<file path="src/sv/tun_pkg.sv">
package tun_pkg;

	localparam int COORD_BITS_DEF = 16;
	localparam int FRAC_BITS_DEF  = 14;
	localparam int OUT_BITS       = 16;
	// magnitudes are scaled down to this many bits before the length is taken
	localparam int NORM_BITS      = 30;
	localparam int SQ_BITS        = 2 * NORM_BITS + 2;
	localparam int ROOT_BITS      = NORM_BITS + 1;
	localparam int QUEUE_DEPTH    = 4;

endpackage

</file>
<file path="src/sv/tun_queue.sv">
module tun_queue import tun_pkg::*; #(
	parameter int W = 8
) (
	input  logic         clk,
	input  logic         arst_n,
	input  logic         in_valid,
	output logic         in_ready,
	input  logic [W-1:0] in_data,
	output logic         out_valid,
	input  logic         out_ready,
	output logic [W-1:0] out_data
);

	localparam int AW = $clog2(QUEUE_DEPTH);

	logic [W-1:0]  mem_q [QUEUE_DEPTH];
	logic [AW-1:0] wr_q, rd_q;
	logic [AW:0]   cnt_q;
	logic          push, pop;

	assign in_ready  = cnt_q != (AW+1)'(QUEUE_DEPTH);
	assign out_valid = cnt_q != '0;
	assign out_data  = mem_q[rd_q];
	assign push      = in_valid && in_ready;
	assign pop       = out_valid && out_ready;

	always_ff @(posedge clk or negedge arst_n) begin
		if (!arst_n) begin
			wr_q  <= '0;
			rd_q  <= '0;
			cnt_q <= '0;
		end else begin
			if (push) wr_q <= wr_q + 1'b1;
			if (pop) rd_q <= rd_q + 1'b1;
			unique case ({push, pop})
				2'b10:   cnt_q <= cnt_q + 1'b1;
				2'b01:   cnt_q <= cnt_q - 1'b1;
				default: cnt_q <= cnt_q;
			endcase
		end
	end

	always_ff @(posedge clk) begin
		if (push) mem_q[wr_q] <= in_data;
	end

endmodule

</file>
<file path="config.mk">
export PLATFORM = sky130hd
export DESIGN_NAME = tun_queue
export DESIGN_NICKNAME = d
export VERILOG_FILES = /design/src/sv/tun_pkg.sv /design/src/sv/tun_queue.sv
export SDC_FILE = /design/constraint.sdc
export NUM_CORES = 1
export LEC_CHECK = 0
export ABC_AREA = 1
export BUFFER_PORTS_ARGS = -buffer_cell sky130_fd_sc_hd__buf_4
export CAP_MARGIN = 0
export CORE_MARGIN = 3
export CORE_UTILIZATION = 56
export DETAILED_ROUTE_END_ITERATION = 6
export GPL_ROUTABILITY_DRIVEN = 0
export PLACE_DENSITY_LB_ADDON = 0.15
export SLEW_MARGIN = 40
export SYNTH_ARGS = -nofsm -noshare
export SYNTH_HDL_FRONTEND = slang
export SYNTH_SLANG_ARGS = --single-unit
</file>
<file path="constraint.sdc">
create_clock -name clk -period 1.8 [get_ports clk]
set_clock_uncertainty 0.05 [all_clocks]
set_input_delay 0.18 -clock clk [delete_from_list [all_inputs] [get_ports clk]]
set_output_delay 0.18 -clock clk [all_outputs]
set_load 0.1 [all_outputs]
</file>
# --- Word level (Yosys, flattened, before mapping) ---
# Memories as Yosys holds them, arrays and structs flattened.
# Index checks and enable logic that the tools add are counted.
word_totals:
  ff_bits: 7
  ramBits: 32
  in_bits: 12
  out_inout_bits: 10
  elab_cells: 18
  n_memories: 1
memory_table:
  columns: ["name", "words", "word_bits", "read_ports", "rd_clocked_by_memory_dff", "wr", "line_no", "text"]
  rows:
  - ["mem_q", 4, 8, 1, 0, 1, "tun_queue.sv:16", "logic [W-1:0] mem_q [QUEUE_DEPTH];"]
classes:
  add_sub_neg: 4
  n_eq_ne: 3
  muxes: 3
  n_reduce_logical: 4
ops:
  columns: ["op", "n"]
  rows:
  - ["3-bit one-hot mux with 2 select lines", 1]
  - ["2-bit by 1-bit adder with 2-bit output (second input constant)", 2]
  - ["3-bit by 1-bit adder with 3-bit output (second input constant)", 1]
  - ["3-bit != test (second input constant)", 1]
  - ["3-bit nonzero test", 1]
  - ["3-bit by 1-bit subtractor with 3-bit output (second input constant)", 1]
  - ["2-bit by 1-bit equality test with 1-bit output (second input constant)", 1]
  - ["2-bit equality test (second input constant)", 1]
  - ["1-bit logical AND", 2]
  - ["1-bit 2-to-1 mux", 2]
  - ["2-bit nonzero test", 1]

# --- Longest topological paths before layout ---
# Gate-level depths: netlist of the first run.
logic_depth:
  word_depth: 4
  mapped_depth: 12
  mapped_depth_nobuf: 12

# --- Least setup slack after synthesis of the first run ---
# Ideal clock, no wire load.
synth_timing:
  path_kind: "flip-flop to flip-flop"
  from: "register cnt_q[0]"
  to: "register cnt_q[2]"
  setup_time_ns: 0.117
  arrival_time_ns: 2.102
  t_required_ns: 1.633
  path_slack_ns: -0.469
  stages_incl_launch_ff: 11
  path_buffers: 0
  synth_period_minus_slack_ns: 2.269
  path_cell_list: "dfrtp_1 -> inv_2 -> nand3_2 -> nand2_4 -> ha_1 -> inv_1 -> fa_1 -> nand2_1 -> nand3_1 -> nand2_1 -> nand2_1"
synth_between:
  elab_chain_len: 4
  word_cells_on_any_way: 10
  cone_classes: "2 x add/sub; 3 x eq/ne; 1 x mux; 4 x reduce/logical"
synth_rtl:
  columns: ["item", "line_no", "text"]
  rows:
  - ["start: declaration", "tun_queue.sv:18", "logic [AW:0] cnt_q;"]
  - ["start signal: assignment", "tun_queue.sv:36", "2'b10: cnt_q <= cnt_q + 1'b1;"]
  - ["start signal: assignment", "tun_queue.sv:37", "2'b01: cnt_q <= cnt_q - 1'b1;"]
  - ["start signal: assignment", "tun_queue.sv:38", "default: cnt_q <= cnt_q;"]
  - ["3-bit != test (*)", "tun_queue.sv:21", "assign in_ready = cnt_q != (AW+1)'(QUEUE_DEPTH);"]
  - ["named net in_ready", "tun_queue.sv:7", "output logic in_ready,"]
  - ["1-bit logical AND (*)", "tun_queue.sv:24", "assign push = in_valid && in_ready;"]
  - ["2-bit by 1-bit equality test with 1-bit output or 2-bit equality test (tied branches)", "tun_queue.sv:35", "unique case ({push, pop})"]
  - ["3-bit one-hot mux with 2 select lines or 2-bit nonzero test (tied branches)", null, null]
# The timed path passes the listed nets; every way through them passes the cells marked *.
# A chain may end at the register's enable or synchronous reset.

# --- Final worst setup path of the first run ---
layout_timing:
  from: "register rd_q[0]"
  to: "output out_data[6]"
layout_between:
  elab_chain_len: 1
layout_rtl:
  columns: ["item", "line_no", "text"]
  rows:
  - ["start: declaration", "tun_queue.sv:17", "logic [AW-1:0] wr_q, rd_q;"]
  - ["start signal: assignment", "tun_queue.sv:34", "if (pop) rd_q <= rd_q + 1'b1;"]
  - ["memory read 4 x 8 bit", null, null]
  - ["end: declaration", "tun_queue.sv:11", "output logic [W-1:0] out_data"]
# Every way passes these cells.

==> impl_metrics.py, run 1 <==
metrics = {
    "grt": {
        "grt_first_pass_wirelength_mm": 5.05,
        "grt_pass1_vias": 1134,
        "grt_overflow_total": 0,
        "grt_max_degree": 33,
        "antenna_found_initial": 0,
        "grt_usage_pct": 19.5,
    },
    "logic_synthesis": {
        "synth.distinct_cells": 18,
        "syn_nets": 170,
        "synth_top_family_by_area": "simple AND/OR/NAND/NOR gates",
        "synth_xor_area_share_pct": 0.502,
        "synth_compound_area_share_pct": 7.17,
        "synth_mux_area_share_pct": 0,
        "synth_area_um2": 1740,
        "syn_area_per_cell_um2": 11.5,
        "netlist_instances": 152,
        "synthAdderAreaFrac_pct": 4.73,
        "yosysSeqAreaShare_pct": 65.1,
        "synth-seq-cells": 39,
        "yosys.area_share.simple_pct": 13.1,
        "yosys_warnings": 0,
    },
    "drt": {
        "drt-met1-wl_mm": 1.42,
        "routed-wl-met3_um": 85,
        "postRouteWirelength_mm": 3.54,
        "vias": 1196,
        "top_layer": "met3",
        "drtIter0Drc": 44,
        "viasPerCell": 5.20,
        "route.met2.wl_mm": 2.04,
        "first_pass_iters": 4,
        "detail-route-antenna-nets": 0,
        "wl_per_cell_um": 15.4,
        "drc": 0,
    },
    "worst_setup_path": {
        "cpMaxStageDelayCell": "dfrtp_1",
        "crit_required_ns": 1.57,
        "arrival_ns": 1.56,
        "path_max_fanout": 16,
        "critPathMaxStageDelay_ns": 0.42,
        "cp-start-kind": "register",
        "path_cells": "inv_4, clkbuf_16, o211ai_1, nand2_1, buf_6",
        "crit_type": "reg -> out",
        "endpoint_kind": "output port",
    },
    "floorplan": {
        "coreArea_um2": 2850,
        "dieArea_um2": 3820,
        "start_util_pct": 61.1,
        "die_x_um": 61.8,
        "fp.dieH_um": 61.8,
        "ios": 22,
        "num_rows": 19,
    },
    "clock_network": {
        "cts_inserted_buffers": 5,
        "tritoncts": "built",
        "ctsHtreeMaxLevel": 2,
        "clock_latency_ns": 0.35,
        "root_buffer": "clkbuf_4",
        "clkTransAtPathRegs_ns": 0.12,
        "cts_sinks": 39,
        "max-clock-path-buffers": 2,
    },
    "placement": {
        "dp_hpwl_mm": 2.11,
        "io_buffers": 21,
        "dpl-instance-area_um2": 1980,
    },
    "final_layout": {
        "diodes": 0,
        "utilization_pct": 79.5,
        "fin_area_um2": 2270,
        "nets": 216,
        "final_common_cell": "nand2_1",
        "drive_above_1_share_pct": 27.1,
        "syn_to_final_growth_pct": 30.0,
        "layout_common_cells": "nand2_1 (39), edfxtp_1 (32), inv_1 (27)",
        "fillCellCount": 163,
    },
    "run_status": {
        "status": "completed",
    },
    "sta": {
        "tightestPinTransition_ns": 0.287,
        "drv_slew": 0,
        "final.period_utilization_pct": 99.3,
        "fin_crit_ns": 1.79,
        "max_slew_margin_pct": 80.8,
        "rsz0062_at_grt": "yes",
        "fin_setup_tns_ns": 0,
        "setup_viol": 0,
        "clock.fmax_mhz": 559,
        "hold_slack_ns": 0.0422,
        "hold_violations": 0,
    },
    "run": {
        "cap_violations": 0,
    },
    "worst_hold_path": {
        "hp-class": "in -> reg",
    },
}
## final timing paths
check | slack [ns] | end | cells past startpoint | start
worst max-delay path | 0.01 | out_data[6] | 5 | rd_q[0]
worst min-delay path | 0.04 | rd_q[0] | 4 | out_ready
worst max register to register | 0.08 | cnt_q[2] | 11 | cnt_q[0]
worst min register to register | 0.46 | cnt_q[0] | 1 | cnt_q[0]
max in group asynchronous | 1.43 | rd_q[1] | 2 | arst_n
min in group asynchronous | 0.12 | rd_q[0] | 2 | arst_n
## cell families (layout without fill, tap and decap cells)
group / after synthesis / count (layout)
xor+xnor: 1 / 1
buf+inv: 36 / 83
fa+ha+maj: 6 / 6
flops: 39 / 39
compound gates: 17 / 17
simple gates: 53 / 53
## worst max-delay path: cells and delay by family (launching register included)
| kind | cells | cell delay, ns |
|---|---|---|
| buffers and inverters | 3 | 0.45 |
| DFF | 1 | 0.42 |
| AOI/OAI and AO/OA | 1 | 0.23 |
| and+or+nand+nor | 1 | 0.10 |
## per-layer routing
layer	vias up	GRT usage, %
met1	569	21.1
li1	601	-
met2	26	36.2
met3	0	4.34
met4	0	8.18
met5	-	0
## cells in the mapped netlist
library cell  count  area (um2)
nand2_1          40         150
edfxtp_1         32         961
inv_1            28         105
o211ai_1         16         120
dfrtp_1           7         175
ha_1              5        62.6
nand3_1           5        25.0
inv_2             4        15.0
nor2_1            4        15.0
buf_6             2        22.5
nand3_2           2        20.0
buf_4             1        7.51
clkbuf_8          1        13.8
fa_1              1        20.0
nand2_4           1        11.3
nand4_1           1        6.26
o21ai_0           1        5.00
xnor2_1           1        8.76
## sequential cells by signal, indices dropped and copies added (netlist names)
signal	flops
wr_q	2
mem_q	32
cnt_q	3
rd_q	2
## metrics by stage
stage / instances / setup slack (ns)
after floorplan: 152 / -0.138
after global placement: 205 / 0.156
after detailed placement: 205 / 0.0808
after CTS: 222 / 0.0248
after global routing: 230 / -0.0796
final: 230 / 0.0126
## timing repair
item | 4_1_cts | 5_1_grt
pin swaps | 0 | 2
buffers inserted | 0 | 6
setup endpoints to repair | 8 | 9
hold buffers | 9 | 0
hold endpoints to repair | 39 | 0
cloned | 0 | 2
resized for setup | 2 | 11
## layout make-up
| cell class | count | area (um2) | area share, % |
|---|---|---|---|
| Clock buffer | 5 | 37.5 | 1.66 |
| Clock inverter | 3 | 20.0 | 0.883 |
| Inverter | 32 | 125 | 5.52 |
| Timing Repair Buffer | 43 | 432 | 19.0 |
| Multi-Input combinational cell | 77 | 477 | 21.0 |
| Sequential cell | 39 | 1140 | 50.2 |
| Tap cell | 31 | 38.8 | 1.71 |
Power of run 1 is left out: the tool's default activity adds up to more than one toggle a clock period on the data nets, which glitch-free logic cannot reach.
==> run 2, diff against run 1 <==
--- a/config.mk
+++ b/config.mk
@@ -8,7 +8,7 @@
 export ABC_AREA = 1
 export BUFFER_PORTS_ARGS = -buffer_cell sky130_fd_sc_hd__buf_4
 export CAP_MARGIN = 0
-export CORE_MARGIN = 3
+export CORE_MARGIN = 2
 export CORE_UTILIZATION = 56
 export DETAILED_ROUTE_END_ITERATION = 6
 export GPL_ROUTABILITY_DRIVEN = 0
==> run 2 against run 1 <==
Via count down 0.17%. Critical endpoint is now cnt_q[2]. Register-to-register slack is essentially flat. Non-clock buffer count down 2. Die area fell by 6.4%. Wire length fell by 8.1%. Utilization down 5.4 points.
==> impl_metrics.py, run 2 (synthesis results as in run 1) <==
metrics = {
    "run_status": {
        "status": "completed",
    },
    "sta": {
        "fin_setup_tns_ns": 0,
        "hold_violations": 0,
        "tightestPinTransition_ns": 0.277,
        "clock.fmax_mhz": 579,
        "setup_viol": 0,
        "fin_crit_ns": 1.73,
        "layout_setup_ws_ns": 0.0728,
        "max_slew_margin_pct": 81.7,
        "rsz0062_at_grt": "yes",
        "drv_slew": 0,
        "final.period_utilization_pct": 96.0,
    },
    "floorplan": {
        "start_util_pct": 58.1,
        "coreArea_um2": 3000,
        "num_rows": 20,
        "fp.dieH_um": 59.8,
        "dieArea_um2": 3580,
        "die_x_um": 59.8,
        "ios": 22,
    },
    "clock_network": {
        "max-clock-path-buffers": 2,
        "tritoncts": "built",
        "cts_inserted_buffers": 5,
        "clock_latency_ns": 0.32,
        "ctsHtreeMaxLevel": 2,
        "root_buffer": "clkbuf_4",
        "cts_sinks": 39,
        "clkTransAtPathRegs_ns": 0.10,
    },
    "final_layout": {
        "layout_common_cells": "nand2_1 (39), edfxtp_1 (32), inv_1 (27)",
        "reg_top3": "mem_q x32, cnt_q x3",
        "diodes": 0,
        "nets": 214,
        "regMostFlops": "mem_q",
        "largest_reg_flops": 32,
        "syn_to_final_growth_pct": 27.5,
        "drive_above_1_share_pct": 24.9,
        "final_common_cell": "nand2_1",
    },
    "grt": {
        "grt_usage_pct": 19.2,
        "grt_max_degree": 29,
        "grt_overflow_total": 0,
        "antenna_found_initial": 0,
        "grt_first_pass_wirelength_mm": 4.80,
        "grt_pass1_vias": 1073,
    },
    "run": {
        "cap_violations": 0,
    },
    "worst_hold_path": {
        "hp-class": "in -> reg",
        "min_from": "out_ready",
    },
    "worst_setup_path": {
        "crit_type": "reg -> reg",
        "cpMaxStageDelayCell": "dfrtp_1",
        "crit_family": "adder cells",
        "endpoint_kind": "register",
        "reg2reg_from": "cnt_q[0]",
        "path_max_fanout": 7,
        "path_cells": "inv_2, nand3_4, nand2_4, ha_4, inv_2, fa_2, inv_1, nand2_1, nand4_1, nand2_1",
        "cp-start-kind": "register",
        "arrival_ns": 1.90,
        "critPathMaxStageDelay_ns": 0.41,
        "crit_required_ns": 1.97,
        "critPathLaunch": "cnt_q[0]",
        "crit_buf_inv": 3,
    },
    "drt": {
        "vias": 1194,
        "first_pass_iters": 4,
        "viasPerCell": 5.19,
        "postRouteWirelength_mm": 3.25,
        "drc": 0,
        "drtIter0Drc": 21,
        "detail-route-antenna-nets": 0,
        "wl_per_cell_um": 14.1,
    },
    "placement": {
        "place_ws_ns": 0.0963,
        "io_buffers": 21,
        "dp_hpwl_mm": 1.99,
    },
}
-- run 2: worst paths after layout --
kind / cells after the start / slack, ns / end
min in group asynchronous: 2 / 0.15 / cnt_q[2]
max in group asynchronous: 2 / 1.41 / rd_q[1]
min: 3 / 0.07 / rd_q[0]
max: 10 / 0.07 / cnt_q[2]
min reg2reg: 1 / 0.45 / cnt_q[0]
max reg2reg: 10 / 0.07 / cnt_q[2]
-- run 2: worst reg2reg max path, cell delays in order, from the launching register on --
cell and delay, ns:
dfrtp_1 0.41, inv_2 0.13, nand3_4 0.11, nand2_4 0.13
ha_4 0.14, inv_2 0.04, fa_2 0.33, inv_1 0.07
nand2_1 0.07, nand4_1 0.09, nand2_1 0.06
-- run 2: layout make-up --
class                           count  area [um2]
Sequential cell                    39        1140
Clock buffer                        8        48.8
Multi-Input combinational cell     77         477
Fill cell                         207         779
Inverter                           32         125
Timing Repair Buffer               41         394
Tap cell                           33        41.3
-- run 2: timing repair --
| action | in CTS | in global routing |
|---|---|---|
| hold buffers | 7 | 2 |
| setup buffers | 0 | 5 |
| setup endpoints to repair | 8 | 9 |
| resized for setup | 2 | 10 |
| hold endpoints to repair | 29 | 8 |
| cloned | 0 | 1 |
-- run 2: stage by stage --
step	hold slack, ns	cell area [um2]	utilization [%]	cells
2_1_floorplan	-0.166	1780	-	152
3_3_place_gp	-0.0539	1980	66.0	207
3_5_place_dp	-0.0514	1980	66.0	207
4_1_cts	0.00273	2100	70.1	222
5_1_grt	0.0596	2220	74.0	230
6_report	0.0717	2220	74.0	230
-- run 2: metal layers --
layer / track usage (%) / vias up / share of wire [%]
met2: 32.5 / 25 / 54
met4: 6.67 / 0 / 0.98
met5: 0 / - / 0
li1: - / 594 / -
met3: 4.55 / 4 / 2.9
met1: 24.1 / 571 / 42
Power of run 2 is left out for the same reason.
